## src/hdl/sbt_ram.sv

```systemverilog
`default_nettype none

module sbt_ram #(
   parameter int unsigned Width = 16,
   parameter int unsigned Depth = 16,
   localparam int unsigned AW   = (Depth > 1) ? $clog2(Depth) : 1
) (
   input  wire logic             clock,
   input  wire logic             wr_en,
   input  wire logic [AW-1:0]    wr_addr,
   input  wire logic [Width-1:0] wr_data,
   input  wire logic [AW-1:0]    rd_addr,
   output logic      [Width-1:0] rd_data
);

   logic [Width-1:0] mem_ff [Depth];

   always_ff @(posedge clock) begin
      if (wr_en) begin
         mem_ff[wr_addr] <= wr_data;
      end
      rd_data <= mem_ff[rd_addr];
   end

endmodule

`default_nettype wire

```

## config.mk

```make
export PLATFORM = sky130hd
export DESIGN_NAME = sbt_ram
export DESIGN_NICKNAME = d
export VERILOG_FILES = /design/src/hdl/sbt_ram.sv
export SDC_FILE = /design/constraint.sdc
export NUM_CORES = 1
export LEC_CHECK = 0
export ABC_AREA = 1
export CORE_MARGIN = 2
export CORE_UTILIZATION = 63
export DETAILED_ROUTE_END_ITERATION = 16
export DONT_BUFFER_PORTS = 1
export PLACE_DENSITY = 0.76
export SLEW_MARGIN = 20
export SYNTH_ARGS = -nofsm -noshare
export SYNTH_HDL_FRONTEND = slang
export SYNTH_SLANG_ARGS = --single-unit
```

## constraint.sdc

```tcl
create_clock -name clock -period 1.9 [get_ports clock]
set_input_delay 0.095 -clock clock [delete_from_list [all_inputs] [get_ports clock]]
set_output_delay 0.095 -clock clock [all_outputs]
set_load 0.005 [all_outputs]
```

Yosys cells after proc, flatten, opt, wreduce, memory -nomap -nowiden
Memories as Yosys holds them, arrays and structs flattened. A register that Yosys moved wholly into a read port is not among the register bits.
Cells that the tools add are included.
- mux-type cells: 2
- operators with widths (operator ; count):
    $mux W1 ; 2
- logic and storage cells: 3
- output and inout bits: 16
- memories: 1
- bits in writable memories: 256
- bits in registers: 0
- input bits: 26
- memory list (name ; depth ; width ; rd ports ; clocked after memory_dff ; write ports ; RTL line ; RTL):
    mem_ff ; 16 ; 16 ; 1 ; 1 ; 1 ; 16 ; logic [Width-1:0] mem_ff [Depth];

Logic depth before layout (Yosys ltp)
Gate-level depths: netlist of run 1.
- word-level depth: 2
- gate-level depth with buffers: 9
- mapped depth without buffers: 7

Worst setup path after synthesis of run 1
No wires, ideal clock.
- kind: input-to-reg
- from: in wr_addr[2]
- to: mem mem_ff[10][0] (enable)
- setup slack: 505 ps
- library setup time: 388 ps
- data required time: 1512 ps
- cell stages on the path: 2
- path buffers: 0
- data arrival time: 1006 ps
- path through: nand3b_1 -> nor2_1
- RTL lines (item ; RTL line ; RTL):
    from (decl) ; 10 ; input wire logic [AW-1:0] wr_addr,
    to (decl) ; 16 ;
No word-level cell before the write port.

==> results.yml, run 1 <==
worst_hold_path:
  hold_path_end: "rd_data[1]$_DFF_P_"
  hold_path_class: "input port to flop"
  hold-path-cell-count: 5
  hp-start: "rd_addr[0]"
clock_tree:
  cts_tree: "done"
  clkSinkCount: 272
  htree_levels: 1
  cts_root_buffer: "clkbuf_16"
  cts_made_buffers: 26
  clk_latency_ns: 0.53
  clkTransAtPathRegs_ns: 0.06
  cts_buffer_depth: 3
  cts_setup_buffers: 0
floorplanning:
  num_io_pins: 42
  die_y_um: 138
  initial_utilization_pct: 63.8
  die_x_um: 138
  core_area_sq_mm: 0.0178
  dieArea_sq_mm: 0.0192
  num_rows: 49
power:
  switching_share_pct: 21.3
  power.density_mw_per_mm2: 984
  vdd.ir_drop.worst_mv: 0.792
  power_frac_clock_pct: 40.3
  p_int_mw: 9.92
  leakage_nw: 5.44
  pwr-share-seq_pct: 53.7
  p_switching_mw: 2.68
  comb_power_share_pct: 6.0
drt:
  drcViolationCount: 0
  drt-wirelength-per-cell_um: 19.8
  ant_nets: 0
  routed_wl_mm: 26.7
  dr_total_vias: 7624
  drt-initial-drc-count: 851
  drt-pass1-iter-count: 5
  avgViaCountPerCell: 5.65
timing:
  drv_slew: 0
  worst_slack_ns: 0.0443
  clock_skew_ns: 0.0100
  finalSetupTns_ns: 0
  rsz0062_at_grt: "false"
  tightest_slew_ns: 1.00
  finalCritPeriodShare_pct: 97.7
  max_slew_margin_pct: 33.0
  fmax_mhz: 539
  hold_ws_ns: 0.00858
  finalSetupViolCount: 0
  hold_viol_final: 0
  fin_crit_ns: 1.86
placement:
  io_buffers: 0
  place_ws_ns: 0.695
  place_hpwl_mm: 13.6
  gp_congestion: 0.841
  place_inst: 1275
worst_setup_path:
  criticalPathCategory: "input port to flop"
  crit_required_ns: 2.37
  reg2reg_depth: 7
  crit_path_top_delay_cell: "dlygate4sd3_1"
  critPathMaxFanout: 32
  path_buf_inv: 5
  end_kind: "flop"
  r2r_slack_ns: 0.43
  cp-start-kind: "input port"
  slowest_delay_ns: 0.61
  cp_cell_sequence: "dlygate4sd3_1, buf_12, clkinvlp_4, buf_12, nand3_1, nand3_1, dlygate4sd3_1, nand2_1"
  reg2reg_from: "mem_ff[12][14]$_DFFE_PP_"
  critPathTopFamily: "buffers and inverters"
  worstPathArrival_ns: 2.33
  r2r_end: "rd_data[14]$_DFF_P_"
grt:
  grt_pass1_vias: 7229
  grt_pass1_wl_mm: 41.1
  grt_start_max_net_pins: 98
  grt_util_all_layers_pct: 28.0
  overflow: 0
  antenna_found_initial: 0
yosys:
  synth_cell_types: 13
  synth.largest_area_cell: "edfxtp_1"
  synth.yosys.warnings: 0
  synth_area_leaders: "edfxtp_1 68%, nand2_1 11%, nand3_1 8.5%"
  netlist_area_sq_mm: 0.0114
  syn_nets: 1100
  yosysSeqAreaShare_pct: 70.4
  netlist_instances: 1074
  syn_area_per_cell_sq_um: 10.6
  synth_top_area_share_pct: 67.5
  synth_seq_cells: 272
cells_and_area:
  drive_gt1_share_pct: 7.49
  antennaDiodeCount: 0
  final_cell_count_no_fill: 1350
  nNetsFinal: 1127
  syn2layout_area_growth_pct: 12.5
run_status:
  outcome: "complete, no violations"
job:
  maxCapViolations: 0
area by class of cell:
cell class | count | area [sq um]
tap | 229 | 287
timing repair buffer | 50 | 551
inverter | 198 | 748
fill | 1175 | 5040
clock inverter | 6 | 55.1
multi-input combinational | 553 | 2360
sequential | 272 | 8010
clock buffer | 42 | 792
power groups by stage:
| stage | combinational [mW] | sequential [mW] | clock (mW) |
|---|---|---|---|
| floorplan | 0.453 | 6.87 | 0 |
| global placement | 0.502 | 6.89 | 0 |
| detailed placement | 0.517 | 6.90 | 0 |
| CTS | 0.736 | 6.77 | 5.11 |
| global route | 0.819 | 6.78 | 5.34 |
| finish | 0.750 | 6.77 | 5.08 |
sequential cells by signal, indices dropped and copies added, names as in the netlist:
register  count
mem_ff      256
rd_data      16
worst max path at each step:
stage	from	end	slack [ns]	depth (start not counted)
CTS	rd_addr[2]	rd_data[13]$_DFF_P_	0.09	8
floorplan	wr_addr[2]	mem_ff[10][0]$_DFFE_PP_	0.51	2
detailed placement	rd_addr[1]	rd_data[5]$_DFF_P_	0.70	6
finish	rd_addr[2]	rd_data[13]$_DFF_P_	0.04	8
global placement	rd_addr[1]	rd_data[14]$_DFF_P_	0.69	6
global route	rd_addr[2]	rd_data[13]$_DFF_P_	0.01	8
layer usage:
| layer | global-route usage [%] | up-vias | part of all wire (%) |
|---|---|---|---|
| met5 | 0 | - | 0 |
| met4 | 9.34 | 0 | 3.2 |
| met3 | 5.33 | 66 | 9.8 |
| met2 | 45.0 | 418 | 48 |
| met1 | 39.2 | 3622 | 39 |
| li1 | - | 3518 | - |
cells in the mapped netlist:
cell	count
dfxtp_1	16
inv_2	2
edfxtp_1	256
inv_1	196
buf_4	18
nand3b_1	2
buf_6	3
buf_2	19
nand2_1	341
nor2_1	17
clkbuf_1	10
nand3_1	193
buf_1	1
worst register-to-register path, delay by kind of cell (launching register included):
family	cells	cell delay, ns
buf+inv	2	0.63
flops	1	0.36
simple gates	5	0.36
kinds of logic after synthesis:
group,share of synthesized area [%]
and+or+nand+nor,20.4
DFF,70.4
buffers and inverters,9.21
through the flow:
stage	util (%)	total power [mW]	area (sq um)
after detailed placement	65.2	7.41	11600
after floorplan	-	7.32	11400
after CTS	71.8	12.6	12800
final	71.8	12.6	12800
after global routing	71.8	12.9	12800
after global placement	65.2	7.39	11600
what timing repair did:
action / in CTS / in global routing
endpoints found under the hold margin: 272 / 0
setup endpoints to repair: 0 / 1
hold buffers: 27 / 0
resized for setup: 0 / 1
cells in the final DEF, fill, tap and decap left out, types with 2 or more instances in the layout:
| master | count |
|---|---|
| buf_4 | 18 |
| nand3_1 | 193 |
| buf_16 | 2 |
| edfxtp_1 | 256 |
| inv_1 | 195 |
| clkbuf_8 | 6 |
| buf_12 | 6 |
| clkinv_2 | 6 |
| nand2_1 | 341 |
| clkbuf_16 | 27 |
| dlygate4sd3_1 | 24 |
| nand3b_1 | 2 |
| nor2_2 | 16 |
| dfxtp_1 | 16 |
| clkbuf_1 | 9 |
Power figures use the tool's default switching activity.
==> run 2: changes to the inputs <==
- CORE_UTILIZATION: 63 -> 35
- PLACE_DENSITY: 0.76 -> 0.46
==> results.yml, run 2 (synthesized netlist as in run 1, its figures left out) <==
timing:
  rsz0062_at_grt: "false"
  fin_crit_ns: 1.54
  tightest_slew_ns: 0.707
  finalSetupTns_ns: 0
  finalCritPeriodShare_pct: 80.8
  hold_viol_final: 0
  clock_skew_ns: 0.0156
  fmax_mhz: 651
  drv_slew: 0
  max_slew_margin_pct: 52.7
  finalSetupViolCount: 0
floorplanning:
  num_rows: 66
  dieArea_sq_mm: 0.0340
  num_io_pins: 42
  initial_utilization_pct: 35.2
  die_y_um: 184
  die_x_um: 184
  core_area_sq_mm: 0.0323
worst_setup_path:
  crit_path_top_delay_cell: "dlygate4sd3_1"
  reg2reg_from: "mem_ff[5][8]$_DFFE_PP_"
  cp-start-kind: "input port"
  cp_cell_sequence: "buf_16, inv_4, buf_12, nand2_1, nand3_1, nand3_1, dlygate4sd3_1, nand3_1, nand2_1"
  critPathTopFamily: "buffers and inverters"
  cpMostUsedCell: "nand3_1"
  crit_start: "rd_addr[0]"
  crit_required_ns: 2.34
  r2r_end: "rd_data[8]$_DFF_P_"
  end_kind: "flop"
  critPathMaxFanout: 83
  reg2reg_depth: 7
  r2r_slack_ns: 0.39
  slowest_delay_ns: 0.58
  path_buf_inv: 4
  worstPathArrival_ns: 1.97
  criticalPathCategory: "input port to flop"
  path_depth: 9
power:
  p_total_mw: 13.2
  power.density_mw_per_mm2: 977
  vdd.ir_drop.worst_mv: 0.696
  leakage_nw: 5.60
grt:
  busiest_layer: "met2"
  grt_util_all_layers_pct: 18.5
  grt_pass1_vias: 6966
  antenna_found_initial: 1
  overflow: 0
  grt_use_met3_pct: 3.79
  grt_start_max_net_pins: 84
  grtUsageMet1_pct: 24.6
  grt_pass1_wl_mm: 45.8
  grtUsageMet2_pct: 30.9
clock_tree:
  clk_latency_ns: 0.55
  clkTransAtPathRegs_ns: 0.06
  cts_buffer_depth: 3
  htree_levels: 1
  cts_tree: "done"
  cts_made_buffers: 30
  ctsResizeCount: 0
  clkSinkCount: 272
  cts_root_buffer: "clkbuf_16"
drt:
  drt-wirelength-per-cell_um: 19.2
  ant_nets: 0
  drt-pass1-iter-count: 7
  routed_wl_mm: 30.7
  drt-initial-drc-count: 521
  drcViolationCount: 0
  avgViaCountPerCell: 4.54
  dr_total_vias: 7276
cells_and_area:
  nNetsFinal: 1163
  final_common_cell: "nand2_1"
  fillerInstances: 3088
  fin_util_pct: 41.8
  antennaDiodeCount: 0
  stdcell_area_sq_mm: 0.0135
  largest_reg_flops: 256
  layout_common_cells: "341 x nand2_1, 256 x edfxtp_1, 196 x inv_1, 193 x nand3_1, 53 x dlygate4sd3_1"
  drive_gt1_share_pct: 8.01
  top_register: "mem_ff"
  syn2layout_area_growth_pct: 18.5
  top_regs: "mem_ff (256), rd_data (16)"
worst_hold_path:
  hold-path-cell-count: 5
  hold_path_class: "input port to flop"
  hp-start: "rd_addr[2]"
  hold_path_end: "rd_data[5]$_DFF_P_"
run_status:
  outcome: "complete, no violations"
job:
  maxCapViolations: 0
placement:
  gp_congestion: 0.812
  placed_area_sq_mm: 0.0119
  place_hpwl_mm: 15.5
  io_buffers: 0
-- run 2: changes by cell type in the layout (fill, tap and decap cells not counted), sizes merged --
cell,previous run,this run
clkbuf,42,45
dlygate4sd3,24,53
clkinv,6,8
buf,26,29
inv,196,198
clkinvlp,1,2
-- run 2: timing repair --
item	in CTS	in global routing
hold endpoints to repair	272	0
buffers inserted	0	0
hold buffers	57	0
-- run 2: worst min-delay path, stage by stage --
cell and delay, ns:
inv_1 0.03, buf_4 0.20, nand3_1 0.11, nand3_1 0.06, nand2_1 0.05
-- run 2: final cells by class --
cell class	count	area [sq um]	area share (%)
clock buffer	45	878	6.51
clock inverter	11	83.8	0.622
inverter	198	746	5.53
multi-input combinational	553	2360	17.5
sequential	272	8010	59.4
tap	442	553	4.10
timing repair buffer	82	851	6.31
-- run 2: worst max path at each step --
stage,endpoint,slack (ns)
after floorplan,mem_ff[10][0]$_DFFE_PP_,0.51
after global placement,mem_ff[2][15]$_DFFE_PP_,0.69
after detailed placement,mem_ff[10][1]$_DFFE_PP_,0.68
after CTS,rd_data[8]$_DFF_P_,0.40
after global routing,rd_data[8]$_DFF_P_,0.31
final,rd_data[8]$_DFF_P_,0.36
-- run 2: stage by stage --
stage	setup WS (ns)	cells	hold slack, ns
after floorplan	0.505	1074	0.194
after global placement	0.695	1490	0.195
after detailed placement	0.685	1490	0.195
after CTS	0.397	1603	0.0163
after global routing	0.311	1603	0.0602
final	0.364	1603	0.0367
-- run 2: power by group --
part | leakage, nW | total (mW) | switching [mW] | internal, mW
Sequential | 2.45 | 6.77 | 0.0586 | 6.71
Combinational | 2.68 | 0.792 | 0.532 | 0.259
Clock | 0.472 | 5.61 | 2.30 | 3.31
-- run 2: per-layer routing --
| metal | vias up | part of all wire [%] |
|---|---|---|
| li1 | 3588 | - |
| met1 | 3489 | 45 |
| met2 | 153 | 48 |
| met3 | 44 | 5.0 |
| met4 | 2 | 2.3 |
| met5 | - | 0.036 |
