### config.mk
export PLATFORM = sky130hd
export DESIGN_NAME = sbt_ctrl
export DESIGN_NICKNAME = d
export VERILOG_FILES = /design/src/hdl/sbt_pkg.sv /design/src/hdl/sbt_ctrl.sv
export SDC_FILE = /design/constraint.sdc
export NUM_CORES = 1
export LEC_CHECK = 0
export BUFFER_PORTS_ARGS = -buffer_cell sky130_fd_sc_hd__clkbuf_2
export CAP_MARGIN = 20
export CORE_MARGIN = 4
export CORE_UTILIZATION = 56
export CTS_CLUSTER_DIAMETER = 50
export CTS_CLUSTER_SIZE = 8
export DETAILED_ROUTE_END_ITERATION = 7
export PLACE_DENSITY = 0.79
export SYNTH_ARGS = -nofsm -noshare
export SYNTH_HDL_FRONTEND = slang
export SYNTH_SLANG_ARGS = --single-unit
### constraint.sdc
create_clock -name clock -period 3.8 [get_ports clock]
set_input_delay 0.38 -clock clock [delete_from_list [all_inputs] [get_ports clock]]
set_output_delay 0.38 -clock clock [all_outputs]
set_load 0.005 [all_outputs]
### src/hdl/sbt_pkg.sv
`default_nettype none

package sbt_pkg;

   localparam int unsigned MaxBreakpoints = 16;

   localparam int unsigned CmdW      = 2;
   localparam int unsigned AddrW     = 16;
   localparam int unsigned IndexW    = 4;
   localparam int unsigned StatusW   = 3;
   localparam int unsigned CountOutW = 5;
   localparam int unsigned LimitW    = 5;

   localparam logic [LimitW-1:0] LimitReset = LimitW'(16);

   typedef enum logic [CmdW-1:0] {
      CMD_TOGGLE,
      CMD_QUERY,
      CMD_REMOVE,
      CMD_READ
   } cmd_type;

   typedef enum logic [StatusW-1:0] {
      ST_ADDED,
      ST_REMOVED,
      ST_LIMIT,
      ST_FOUND,
      ST_NOT_FOUND,
      ST_BAD_INDEX,
      ST_INDEX_OK
   } status_type;

   typedef enum logic [2:0] {
      S_IDLE,
      S_SCAN,
      S_DEL,
      S_INS,
      S_INS_LAST,
      S_RD,
      S_FIN
   } state_type;

   typedef struct packed {
      status_type             status;
      logic [AddrW-1:0]       entry_address;
      logic [CountOutW-1:0]   entry_count;
   } result_type;

endpackage

`default_nettype wire

### src/hdl/sbt_ctrl.sv
`default_nettype none

module sbt_ctrl import sbt_pkg::*; #(
   parameter int unsigned MAX_BREAKPOINTS = MaxBreakpoints,
   localparam int unsigned AW = (MAX_BREAKPOINTS > 1) ? $clog2(MAX_BREAKPOINTS) : 1
) (
   input  wire logic              clock,
   input  wire logic              reset,
   input  wire logic              req_valid,
   output logic                   req_ready,
   input  wire logic [CmdW-1:0]   req_cmd,
   input  wire logic [AddrW-1:0]  req_address,
   input  wire logic [IndexW-1:0] req_index,
   input  wire logic [LimitW-1:0] limit,
   output logic                   res_valid,
   input  wire logic              res_ready,
   output result_type             res,
   output logic                   mem_wr_en,
   output logic [AW-1:0]          mem_wr_addr,
   output logic [AddrW-1:0]       mem_wr_data,
   output logic [AW-1:0]          mem_rd_addr,
   input  wire logic [AddrW-1:0]  mem_rd_data
);

   localparam int unsigned CW  = $clog2(MAX_BREAKPOINTS + 1);
   localparam int unsigned CW1 = CW + 1;
   localparam int unsigned EW  = (CW > LimitW) ? CW : LimitW;
   localparam int unsigned IW  = (CW > IndexW) ? CW : IndexW;

   state_type        state_ff, state_in;
   cmd_type          cmd_ff, cmd_in;
   logic [AddrW-1:0] addr_ff, addr_in;
   logic [CW-1:0]    pos_ff, pos_in;
   logic [CW-1:0]    sh_ff, sh_in;
   logic [CW-1:0]    count_ff, count_in;
   status_type       status_ff, status_in;
   logic [AddrW-1:0] value_ff, value_in;

   logic [EW-1:0]  lim_eff;
   logic           at_limit;
   logic           idx_ok;
   logic           in_range;
   logic           hit;
   logic [CW-1:0]  del_pos;
   logic [CW1-1:0] del_next1;
   logic           del_more;
   logic [CW1-1:0] pos_next1;
   logic [CW1-1:0] sh_next1;

   // effective limit is min(limit, capacity)
   assign lim_eff   = (EW'(limit) > EW'(MAX_BREAKPOINTS)) ? EW'(MAX_BREAKPOINTS) : EW'(limit);
   assign at_limit  = EW'(count_ff) >= lim_eff;
   assign idx_ok    = IW'(req_index) < IW'(count_ff);
   assign in_range  = pos_ff != count_ff;
   assign hit       = in_range && (mem_rd_data == addr_ff);
   assign del_pos   = (state_ff == S_IDLE) ? CW'(req_index) : pos_ff;
   assign del_next1 = CW1'(del_pos) + CW1'(1);
   assign del_more  = del_next1 < CW1'(count_ff);
   assign pos_next1 = CW1'(pos_ff) + CW1'(1);
   assign sh_next1  = CW1'(sh_ff) + CW1'(1);

   assign res.status        = status_ff;
   assign res.entry_address = value_ff;
   assign res.entry_count   = CountOutW'(count_ff);

   always_comb begin
      state_in    = state_ff;
      cmd_in      = cmd_ff;
      addr_in     = addr_ff;
      pos_in      = pos_ff;
      sh_in       = sh_ff;
      count_in    = count_ff;
      status_in   = status_ff;
      value_in    = value_ff;
      req_ready   = 1'b0;
      res_valid   = 1'b0;
      mem_wr_en   = 1'b0;
      mem_wr_addr = '0;
      mem_wr_data = '0;
      mem_rd_addr = '0;

      case (state_ff)
         S_IDLE: begin
            req_ready = 1'b1;
            if (req_valid) begin
               cmd_in   = cmd_type'(req_cmd);
               addr_in  = req_address;
               value_in = '0;
               case (cmd_type'(req_cmd))
                  CMD_TOGGLE, CMD_QUERY: begin
                     pos_in      = '0;
                     mem_rd_addr = '0;
                     state_in    = S_SCAN;
                  end
                  CMD_REMOVE: begin
                     if (!idx_ok) begin
                        status_in = ST_BAD_INDEX;
                        state_in  = S_FIN;
                     end else if (del_more) begin
                        mem_rd_addr = AW'(del_next1);
                        sh_in       = CW'(del_next1);
                        state_in    = S_DEL;
                     end else begin
                        count_in  = count_ff - CW'(1);
                        status_in = ST_REMOVED;
                        state_in  = S_FIN;
                     end
                  end
                  CMD_READ: begin
                     if (idx_ok) begin
                        mem_rd_addr = AW'(req_index);
                        status_in   = ST_INDEX_OK;
                        state_in    = S_RD;
                     end else begin
                        status_in = ST_BAD_INDEX;
                        state_in  = S_FIN;
                     end
                  end
                  default: state_in = S_IDLE;
               endcase
            end
         end

         // one entry per cycle; data for pos_ff arrives this cycle
         S_SCAN: begin
            if (in_range && (mem_rd_data < addr_ff)) begin
               pos_in      = CW'(pos_next1);
               mem_rd_addr = AW'(pos_next1);
            end else if (cmd_ff == CMD_QUERY) begin
               status_in = hit ? ST_FOUND : ST_NOT_FOUND;
               state_in  = S_FIN;
            end else if (hit) begin
               if (del_more) begin
                  mem_rd_addr = AW'(del_next1);
                  sh_in       = CW'(del_next1);
                  state_in    = S_DEL;
               end else begin
                  count_in  = count_ff - CW'(1);
                  status_in = ST_REMOVED;
                  state_in  = S_FIN;
               end
            end else if (at_limit) begin
               status_in = ST_LIMIT;
               state_in  = S_FIN;
            end else if (in_range) begin
               mem_rd_addr = AW'(count_ff - CW'(1));
               sh_in       = count_ff - CW'(1);
               state_in    = S_INS;
            end else begin
               state_in = S_INS_LAST;
            end
         end

         // shift down: entry sh_ff moves to sh_ff-1, read runs one ahead
         S_DEL: begin
            mem_wr_en   = 1'b1;
            mem_wr_addr = AW'(sh_ff - CW'(1));
            mem_wr_data = mem_rd_data;
            if (sh_next1 < CW1'(count_ff)) begin
               mem_rd_addr = AW'(sh_next1);
               sh_in       = CW'(sh_next1);
            end else begin
               count_in  = count_ff - CW'(1);
               status_in = ST_REMOVED;
               state_in  = S_FIN;
            end
         end

         // shift up: entry sh_ff moves to sh_ff+1, read runs one behind
         S_INS: begin
            mem_wr_en   = 1'b1;
            mem_wr_addr = AW'(sh_next1);
            mem_wr_data = mem_rd_data;
            if (sh_ff != pos_ff) begin
               mem_rd_addr = AW'(sh_ff - CW'(1));
               sh_in       = sh_ff - CW'(1);
            end else begin
               state_in = S_INS_LAST;
            end
         end

         S_INS_LAST: begin
            mem_wr_en   = 1'b1;
            mem_wr_addr = AW'(pos_ff);
            mem_wr_data = addr_ff;
            count_in    = count_ff + CW'(1);
            status_in   = ST_ADDED;
            state_in    = S_FIN;
         end

         S_RD: begin
            value_in = mem_rd_data;
            state_in = S_FIN;
         end

         S_FIN: begin
            res_valid = 1'b1;
            if (res_ready) begin
               state_in = S_IDLE;
            end
         end

         default: state_in = S_IDLE;
      endcase
   end

   always_ff @(posedge clock) begin
      if (reset) begin
         state_ff <= S_IDLE;
         count_ff <= '0;
      end else begin
         state_ff <= state_in;
         count_ff <= count_in;
      end
   end

   always_ff @(posedge clock) begin
      cmd_ff    <= cmd_in;
      addr_ff   <= addr_in;
      pos_ff    <= pos_in;
      sh_ff     <= sh_in;
      status_ff <= status_in;
      value_ff  <= value_in;
   end

endmodule

`default_nettype wire

; ---- Word-level counts from Yosys, hierarchy flattened
; Cells that the tools add are included.
[totals]
in_bits = 47
register_bits = 55
mem_count = 0
latchBits = 0
ramBits = 0
elab_cells = 142
rom_bits = 0
[op_classes]
n_reduce_logical = 19
magnitude_cmp = 6
bitwise = 0
n_eq_ne = 30
muxes = 73
div = 0
shift = 0
multipliers = 0
addsub = 6
[ops]
columns = operator, n
row1 = 5-bit two-way mux, 24
row2 = 16-bit case mux with 2 select lines, 2
row3 = 3-bit two-way mux, 20
row4 = 4-bit two-way mux, 11
row5 = 5-bit case mux with 4 select lines, 2
row6 = 4-bit case mux with 3 select lines, 2
row7 = "2-bit inequality test, second input constant", 11
row8 = 3-bit case mux with 6 select lines, 1
row9 = 16-bit == test, 1
row10 = 16-bit less-than comparator, 1
row11 = 16-bit two-way mux, 1
row12 = 4-bit case mux with 4 select lines, 1
row13 = "5-bit by 1-bit adder with 6-bit output, second input constant", 2
row14 = 6-bit by 5-bit less-than comparator with 1-bit output, 2
row15 = 3-bit case mux with 4 select lines, 1
row16 = "5-bit by 1-bit adder with 5-bit output, second input constant", 2
row17 = 5-bit inequality test, 2
row18 = 5-bit case mux with 2 select lines, 1
row19 = 10-bit AND reduction, 1
row20 = "5-bit by 1-bit subtractor with 5-bit output, second input constant", 2
row21 = "3-bit == test, second input constant", 3
row22 = 3-bit case mux with 3 select lines, 1
row23 = 8-bit AND reduction, 1
row24 = 4-bit nonzero test, 2
row25 = other kinds (24), 37

; ---- Longest topological paths before layout
[depth]
ltp_word = 9
depth_mapped = 18
mapped_depth_nobuf = 15

; ---- Worst setup path after synthesis
; No wires, ideal clock.
[synth_path]
kind = register to output
startpoint = register state_ff[1]
endpoint = output port mem_rd_addr[2]
path_stages_with_launch = 16
t_arrival_ns = 3.091
setup_slack_ns = 0.329
path_cell_list = dfxtp_1 > buf_6 > or3_1 > buf_6 > nand2_1 > nand2_1 > ha_1 > xnor2_1 > ha_1 > a211o_1 > o211ai_1 > o211a_1 > clkbuf_1 > nand2_1 > a211o_1 > nand2_1
[synth_via]
elab_chain_cells = 9
[synth_lines]
columns = element, line_no
row1 = "start, declared", sbt_ctrl.sv:30  ; state_type state_ff, state_in;
row2 = "start signal, assigned", sbt_ctrl.sv:212  ; state_ff <= state_in;
row3 = 3-bit zero test, "sbt_ctrl.sv:56, sbt_ctrl.sv:82"
row4 = 5-bit two-way mux, sbt_ctrl.sv:56  ; assign del_pos = (state_ff == S_IDLE) ? CW'(req_index) : pos_ff;
row5 = 5-bit by 1-bit adder with 6-bit output, sbt_ctrl.sv:57  ; assign del_next1 = CW1'(del_pos) + CW1'(1);
row6 = 6-bit by 5-bit less-than comparator with 1-bit output, sbt_ctrl.sv:58  ; assign del_more = del_next1 < CW1'(count_ff);
row7 = 4-bit two-way mux, "sbt_ctrl.sv:99, sbt_ctrl.sv:133"
row8 = "4-bit two-way mux, on equally long branches", "sbt_ctrl.sv:96, sbt_ctrl.sv:132"
row9 = 4-bit case mux with 3 select lines or 4-bit two-way mux (tied branches), "sbt_ctrl.sv:89, sbt_ctrl.sv:129"
row10 = "4-bit two-way mux, on equally long branches", "sbt_ctrl.sv:85, sbt_ctrl.sv:126"
row11 = 4-bit case mux with 4 select lines (*), sbt_ctrl.sv:82  ; case (state_ff)
row12 = "end, declared", sbt_ctrl.sv:21  ; output logic [AW-1:0] mem_rd_addr,
; Every way passes the cells marked *; elsewhere a longest branch is shown, timed or not.

; ---- Final worst setup path
[layout_path]
startpoint = register state_ff[1]
endpoint = output port mem_rd_addr[0]
; The elaborated chain is that of the path after synthesis.

==> impl_results.md <==
* Yosys warning count at 0
* Status: completed
* DR DRC count at 0
* Asr flop ratio synth at 0%
* Crit path buffers/inverters at 1
* Final Max Tran Viols at 0
* Via count at between 4,000 and 5,000
* Wire per inst at about 19 µm
* Hold endpoint: addr_ff[2]
* Delay of the slowest cell on the worst path at 0.46 ns
* H-tree depth at 2
* Clock tree buffer depth at 2
* Share of cells above drive strength 1 at between 20% and 30%
* Die span in x at between 90 and 100 µm
* Synth cell types at 62
* Worst r2r src: state_ff[1]
* Slowest-stage cell, CP: or3_4
* Measured slew at the worst slew-check pin at 0.710 ns
* Post-route antenna net violation count at 0
* Clk slew on worst S/H paths at roughly 0.11 ns
* CP arrival at about 3.3 ns
* Mapped Cells at 520
* Total routed wirelength at ~14,000 µm
* Prevailing post-synth register cell: edfxtp_1
* Crit share post-route at 97.8%
* Sequential cell area fraction in the yosys report at a little over a third
* Clock buffer count from CTS at 5
* Antenna Cells at 0
* Worst Setup SP: state_ff[1]
* Die Y at 97.0 µm
* CTS Sinks at 55
* CTS Hold Buffers Added at 0
* Synth Register Bits at 55
* CTS tree: done
* CP most frequent cell: nand2_1
* Reg2Reg Depth at 16
* Row cnt at 32
* Crit Path Max Fanout at 8
* Min-delay src: req_address[2]
* Commonest non-fill, non-tap cell in the layout: clkbuf_2
* Worst VDD drop at between 0.0003 and 0.0004 V
* Antenna violations before repair at 0
* PnR Total Power at roughly 4.2 mW
* Total global-route track usage at 29.0%
* PD cells at approximately 810 nW/µm²
* Mean area per synthesized cell at between 8 and 9 µm²
* Critical path class: flop to output pin
* Commonest non-fill, non-tap cells in the layout: clkbuf_2, nand2_1, edfxtp_1
* Final net count at roughly 700
* Total gr overflow at 0
* Max cap viols at 0
* Worst R2R Setup Slack at 0.15 ns
* Final Hold Viols at 0
* Io pins at 98
* Post-DP HPWL at ~11,000 µm
* DIE AREA at about 9400 µm²
* Required time of the critical path at 3.42 ns
* Iteration-0 DRC Markers at 521
* Synthesis-to-finish area growth at 17.1%
* HP Class: input port to flop
* Number of enable flip-flop cells after synthesis at between 40 and 50
* Layout Skew at 0.0126 ns
* Leak Pwr at between 2 and 2.5 nW
* Fin util at between 60% and 70%
* Port bufs at 97
* Starting Density at a little under three fifths
* Crit path cell chain: or3_4 -> nand2_1 -> nand2_2 -> ha_4 -> xnor2_2 -> ha_1 -> a211o_1 -> o211ai_1 -> o211a_4 -> nand2b_1 -> o21ai_0 -> nand2_1 -> o2111ai_1 -> clkbuf_2
* Slew HR at a little over half
* Clk_lat worst skew at roughly 0.32 ns
* Setup-failing EPs final at 0
* Core area at between 7000 and 8000 µm²
* Pre-Repair DR Iteration Count at 6
* First-pass GRT wire length at about 22,000 µm
* Max Fclk at 269 MHz
* Largest net degree at the start of global routing at 39
* Clk root buf: clkbuf_8
* DR vias/cell at between 6 and 7
* RSZ-0062 raised after global routing: yes
* GP Congestion at approximately 1.1
* Mapped cell area at 4430 µm²
* Critical path launch point type: flop
* Minimum clock period after layout at 3.72 ns
* Final TNS setup at 0 ns
* Reg-to-Reg End: count_ff[2]
* Mapped Nets at between 600 and 700
* Hold path depth at 1
* Vias in the first global route at 4,165
* Cell family with most CP delay: compound AO/OA/AOI/OAI gates
* Crit end category: output pin
-- synthesized netlist by cell type (13+ instances only) --
master | count | area share, %
nand2_1 | 74 | 6.3
edfxtp_1 | 47 | 32
ha_1 | 38 | 11
o21ai_0 | 36 | 4.1
nor2_1 | 34 | 2.9
a21oi_1 | 33 | 3.7
inv_1 | 31 | 2.6
clkbuf_1 | 28 | 2.4
and3_1 | 22 | 3.1
xor2_1 | 15 | 3.0
nand3_1 | 14 | 1.6
a31oi_1 | 13 | 1.8
nor3_1 | 13 | 1.5
xnor2_1 | 13 | 2.6
-- state kept, by name, indices dropped and copies added, names as in the netlist --
name / count
addr_ff: 16
cmd_ff: 2
count_ff: 5
pos_ff: 5
sh_ff: 5
state_ff: 3
status_ff: 3
value_ff: 16
-- worst reg2reg max path: stages (launching register included) --
cell      delay [ns]
dfxtp_1         0.33
or3_4           0.46
clkinv_8        0.09
nand2_1         0.06
nand2_2         0.09
ha_4            0.17
nand3_1         0.09
xor2_1          0.20
a21oi_2         0.08
ha_1            0.32
nand4_1         0.13
o211a_4         0.30
buf_4           0.15
a221oi_2        0.24
nand3_2         0.19
a211oi_1        0.27
mux2_2          0.36
-- metal layers --
metal / vias to the layer above / wire length [µm] / GRT usage, %
met2: 296 / 6330 / 44.9
met3: 49 / 1520 / 6.42
met4: 0 / 410 / 9.50
met1: 2112 / 5630 / 40.2
li1: 2092 / - / -
met5: - / 0 / 0
-- power breakdown --
group	switching [mW]	internal, mW
clock	0.213	0.133
combinational	1.67	1.10
sequential	0.162	0.938
total	2.04	2.17
-- stage by stage --
step	hold slack, ns	cell area [µm²]	setup WS, ns	instances
after detailed placement	0.559	5030	0.0815	703
after global placement	0.557	5030	0.216	703
after global routing	0.197	5190	-0.0289	715
final	0.227	5190	0.0818	715
after floorplan	0.479	4430	0.329	520
after CTS	0.216	5130	0.0687	711
-- timing repair --
item	4_1_cts	5_1_grt
setup buffers	0	4
pin swaps	1	7
gates resized for setup	3	8
setup endpoints to repair	4	4
gates cloned	0	0
hold endpoints to repair	0	0
-- cell type report --
type                            instances  area, µm²
Sequential cell                        55       1570
Timing Repair Buffer                  116        628
Clock buffer                            5       68.8
Clock inverter                          3       21.3
Multi-Input combinational cell        402       2640
Inverter                               32        133
Tap cell                              102        128
Fill cell                             675       2540
-- worst max path at each step --
stage,to,slack (ns),depth (start not counted)
5_1_grt,mem_rd_addr[2],-0.03,16
6_report,mem_rd_addr[0],0.08,14
2_1_floorplan,mem_rd_addr[2],0.33,15
3_3_place_gp,count_ff[4],0.22,15
4_1_cts,mem_rd_addr[0],0.07,14
3_5_place_dp,count_ff[2],0.08,15
-- logic make-up after synthesis --
group	after synthesis	share of synthesized area, %
flops	55	35.5
fa+ha+maj	38	10.7
compound gates	137	20.0
buf+inv	63	5.96
mux	6	1.38
simple gates	193	21.0
xor+xnor	28	5.53
Power figures use the tool's default switching activity.
